===== src/rtl/core/gdr_pkg.sv =====
// Shared types, constants and helpers of the grid DDA ray caster.
`default_nettype none
package gdr_pkg;
    localparam int MAP_SIDE     = 64;
    localparam int SCREEN_WIDTH = 640;
    localparam int MAP_AW       = $clog2(MAP_SIDE * MAP_SIDE);
    localparam int CAM_W        = 26;
    localparam logic [31:0] DIST_MAX = 32'hFFFF_FFFF;

    // column * 2^15 / SCREEN_WIDTH as column * CAM_RECIP >> CAM_SHIFT, reciprocal rounded up
    localparam int     CAM_SHIFT = 21;
    localparam longint CAM_RECIP = ((longint'(1) << (15 + CAM_SHIFT)) + SCREEN_WIDTH - 1)
                                   / SCREEN_WIDTH;

    localparam logic ACT_WRITE = 1'b0;
    localparam logic ACT_CAST  = 1'b1;

    localparam logic [2:0] CFG_PLAYER_X = 3'd0;
    localparam logic [2:0] CFG_PLAYER_Y = 3'd1;
    localparam logic [2:0] CFG_DIR_X    = 3'd2;
    localparam logic [2:0] CFG_DIR_Y    = 3'd3;
    localparam logic [2:0] CFG_PLANE_X  = 3'd4;
    localparam logic [2:0] CFG_PLANE_Y  = 3'd5;
    localparam logic [2:0] CFG_COLS     = 3'd6;
    localparam logic [2:0] CFG_ROWS     = 3'd7;

    typedef struct packed {
        logic       action;
        logic [9:0] column;
        logic [5:0] cell_x;
        logic [5:0] cell_y;
        logic       cell_is_wall;
    } t_item;

    typedef struct packed {
        logic [15:0]        player_x;
        logic [15:0]        player_y;
        logic signed [15:0] dir_x;
        logic signed [15:0] dir_y;
        logic signed [15:0] plane_x;
        logic signed [15:0] plane_y;
        logic [6:0]         cols;
        logic [6:0]         rows;
    } t_cfg;

    typedef struct packed {
        logic        start;
        logic [30:0] num;
        logic [15:0] den;
    } t_div_req;

    typedef struct packed {
        logic              valid;
        logic [9:0]        ray_column;
        logic              wall_hit;
        logic signed [7:0] final_x;
        logic signed [7:0] final_y;
        logic              hit_side;
        logic [31:0]       side_x;
        logic [31:0]       side_y;
        logic [31:0]       delta_x;
        logic [31:0]       delta_y;
    } t_result;

    function automatic logic [31:0] sat_add(input logic [31:0] a, input logic [31:0] b);
        logic [32:0] s;
        s = {1'b0, a} + {1'b0, b};
        return s[32] ? DIST_MAX : s[31:0];
    endfunction
endpackage
`default_nettype wire


===== src/rtl/core/gdr_front.sv =====
// Front end: accepts items and queues them in order for the back end.
`default_nettype none
module gdr_front
    import gdr_pkg::*;
(
    input  wire logic  i_clk,
    input  wire logic  i_rst_n,
    input  wire logic  i_start,
    input  wire t_item i_item,
    output logic       o_busy,
    output logic       o_valid,
    output t_item      o_item,
    input  wire logic  i_pop
);
    t_item      r_q [2];
    logic       r_wp, r_rp;
    logic [1:0] r_cnt;
    logic       push, pop;

    assign o_busy  = (r_cnt == 2'd2);
    assign o_valid = (r_cnt != 2'd0);
    assign o_item  = r_q[r_rp];
    assign push    = i_start && !o_busy;
    assign pop     = i_pop && o_valid;

    always_ff @(posedge i_clk) begin
        if (push) r_q[r_wp] <= i_item;
    end

    always_ff @(posedge i_clk) begin
        if (!i_rst_n) begin
            r_wp  <= 1'b0;
            r_rp  <= 1'b0;
            r_cnt <= 2'd0;
        end else begin
            if (push) r_wp <= !r_wp;
            if (pop) r_rp <= !r_rp;
            r_cnt <= r_cnt + 2'(push) - 2'(pop);
        end
    end
endmodule
`default_nettype wire


===== config.mk =====
export PLATFORM = sky130hd
export DESIGN_NAME = gdr_front
export DESIGN_NICKNAME = d
export VERILOG_FILES = /design/src/rtl/core/gdr_pkg.sv /design/src/rtl/core/gdr_front.sv
export SDC_FILE = /design/constraint.sdc
export NUM_CORES = 1
export LEC_CHECK = 0
export ABC_CLOCK_PERIOD_IN_PS = 4900
export CAP_MARGIN = 0
export CORE_MARGIN = 2
export CORE_UTILIZATION = 30
export DETAILED_ROUTE_END_ITERATION = 8
export DONT_BUFFER_PORTS = 1
export PLACE_DENSITY = 0.42
export SETUP_SLACK_MARGIN = 0.02
export SLEW_MARGIN = 5
export SYNTH_ARGS = -nofsm -noshare
export SYNTH_HDL_FRONTEND = slang
export SYNTH_SLANG_ARGS = --single-unit

===== constraint.sdc =====
create_clock -name i_clk -period 4.9 [get_ports i_clk]
set_input_delay 0.245 -clock i_clk [delete_from_list [all_inputs] [get_ports i_clk]]
set_output_delay 0.245 -clock i_clk [all_outputs]
set_load 0.01 [all_outputs]

==> flow_summary_export.csv <==
group,metric,value,unit
placed_design,pre_cts_ws,3.29,ns
setup_path,crit_fanout,24,
floorplanning,die_area,0.00759,mm^2
power,seq_power_share,56.7,%
power,power.internal,799,uW
clock_network,cts_tree,"yes",
timing,fin_skew,0.00442,ns
clock_network,cts_resized,0,
clock_network,cts.sinks,53,
final_layout,final_layout_size_suffix_gt1_share,33.3,%
power,p_comb_share,22.4,%
power,leakagePower,0.000790,uW
setup_path,rr_worst_depth,8,
timing,slew_headroom,44.8,%
setup_path,worstSetupStartpointType,"flop",
timing,hold_viol_final,0,
timing,setup_slack,3.01,ns
worst_hold_path,hp-class,"input port to flop",
setup_path,critical_path.top_delay_family,"flip-flops",
clock_network,cts_setup_buffers,0,
clock_network,clk_pin_slew,0.09,ns
logic_synthesis,synthTopCellsByCount,"edfxtp_1 (48), mux2_4 (20), dfxtp_1 (5)",
global_route,grt_pass1_vias,921,
setup_path,crit_slowest_cell,"dfxtp_2",
route,finalWirelength,3.33,mm
clock_network,cts_buffers,5,
clock_network,hold_buffers,0,
final_layout,num-fill-cells,651,
clock_network,insertion_delay,0.30,ns
logic_synthesis,yosysTopAreaCell,"edfxtp_1",
logic_synthesis,synth_cell_types,18,
logic_synthesis,netlist_area,0.00207,mm^2
logic_synthesis,synth_seq_cells,53,
power,irDropWorstVdd,182,uV
global_route,antenna_found_initial,0,
timing,fmax,0.530,GHz
run,cap_violations,0,
logic_synthesis,synthesis.nets,131,
setup_path,path_class,"flop to output pin",
setup_path,end_kind,"output pin",
logic_synthesis,synthTopCellsByArea,"edfxtp_1 (70%), mux2_4 (14%), dfxtp_1 (4.8%)",
timing,tns,0,ns
power,powerDensity,498,mW/mm^2
floorplanning,initial_core_util,30.7,%
global_route,grt-ovfl-total,0,
logic_synthesis,netlist.area_leader.share,69.6,%
logic_synthesis,synth_edf_count,48,
route,dr.pass1.iters,5,
clock_network,root_buffer,"clkbuf_8",
logic_synthesis,synth-main-ff-cell,"edfxtp_1",
setup_path,cp.arrival,1.64,ns
clock_network,clk_path_buf_depth,2,
placed_design,dp_cells,180,
power,switchingPower,307,uW
floorplanning,die_w,87.1,um
logic_synthesis,synth_area_per_cell,20.5,um^2
floorplanning,rows,30,
logic_synthesis,yosysMostFrequentCell,"edfxtp_1",
logic_synthesis,ys_warn_count,0,
setup_path,path_buf_inv,0,
floorplanning,die_h,87.1,um
route,via_count,856,
power,switching_share,27.7,%
route,dr.first_iter.drc_count,25,
route,route.detailed.drc,0,
timing,holdWs,0.0362,ns
route,via_per_inst,4.55,
final_layout,fin_nets,137,
timing,min_period,1.89,ns
worst_hold_path,min_path_cells,0,
setup_path,required,4.66,ns
final_layout,regArea,0.00154,mm^2
clock_network,h-tree-depth,2,
timing,slew_viol_final,0,
timing,rsz0062_at_grt,"no",
route,wl_per_cell,17.7,um
final_layout,final_cells,188,
setup_path,critical-path-max-stage-delay,0.88,ns
logic_synthesis,ys_async_sr_fraction,0,%
power,total_power,1110,uW
route,postRouteAntennaNets,0,
setup_path,cp.depth,1,
final_layout,area_growth,7.25,%
timing,setup_viol,0,
timing,layout_worst_path_cycle_share,38.5,%
power,p_clk_share,20.9,%
logic_synthesis,netlist_instances,101,
logic_synthesis,yosysSeqAreaShare,74.4,%
timing,worst_pin_slew,0.828,ns
global_route,grt_first_pass_wirelength,4.97,mm
final_layout,diodes,0,
status,status,"completed",
placed_design,gp_congestion,0.614,
floorplanning,ios,54,
placed_design,place_hpwl,2.17,mm
floorplanning,coreArea,0.00676,mm^2
global_route,grt_usage,9.16,%
final_layout,multiInputGateArea,470,um^2
placed_design,portBuffers,0,
global_route,grt_max_degree,25,
setup_path,path_cells,"mux2_2",
-- final timing paths --
kind                               end                start  slack [ns]
setup reg to reg   r_cnt[1]$_SDFF_PN0_  r_cnt[0]$_SDFF_PN0_        3.31
hold / removal    r_q[1][18]$_DFFE_PP_           i_item[18]        0.04
setup / recovery             o_item[0]                 flop        3.01
hold reg to reg                   flop    r_rp$_SDFFE_PN0P_        0.52
-- through the flow --
stage	utilization, %	area, um^2
global placement	31.7	2140
detailed placement	31.7	2140
finish	32.9	2220
floorplan	-	2070
CTS	32.9	2220
global route	32.9	2220
-- flip-flops by register name, summed over array words and instances (netlist names), named ones only --
| register | cells |
|---|---|
| r_rp | 1 |
| r_q | 48 |
| r_cnt | 2 |
| r_wp | 1 |
-- layer usage --
metal | up-vias | part of all wire [%] | GRT usage, % | routed length (um)
met3 | 5 | 7.5 | 4.27 | 251
met5 | - | 0 | 0 | 0
li1 | 387 | - | - | -
met4 | 0 | 1.7 | 3.78 | 57
met1 | 435 | 37 | 9.59 | 1220
met2 | 29 | 54 | 15.8 | 1800
-- cells by family after synthesis --
kind of cell / after synthesis / share of synthesized area (%)
and+or+nand+nor: 11 / 2.60
buffers and inverters: 6 / 3.02
adders and majority gates: 2 / 1.21
DFF: 53 / 74.4
AOI/OAI and AO/OA: 1 / 0.362
muxes: 25 / 17.1
xor gates and xnor gates: 3 / 1.27
-- power groups by stage --
stage | combinational [uW] | clock, uW | sequential, uW
global route | 269 | 265 | 637
floorplan | 268 | 0 | 597
global placement | 253 | 0 | 635
finish | 248 | 231 | 626
CTS | 256 | 244 | 630
detailed placement | 255 | 0 | 640
-- cells in the final DEF (no fill, tap or decap) --
cell,count
and2_1,1
and3_1,1
buf_4,2
clkbuf_1,1
clkbuf_8,5
clkinv_2,2
dfxtp_1,4
dfxtp_2,1
edfxtp_1,48
ha_1,2
inv_1,3
mux2_2,4
mux2_4,20
mux2i_1,1
nand2_1,2
nand2b_1,2
nor2_1,3
nor2_2,1
o21a_1,1
or2_2,1
xnor2_1,2
xor2_1,1
-- final cells by class --
| class | count | share of cell area (%) |
|---|---|---|
| tap | 80 | 4.50 |
| inverter | 3 | 0.507 |
| clock inverter | 2 | 0.450 |
| multi-input combinational | 42 | 21.2 |
| sequential | 53 | 69.4 |
| clock buffer | 6 | 3.27 |
| timing repair buffer | 2 | 0.676 |
(Power assumes the default switching activity.)
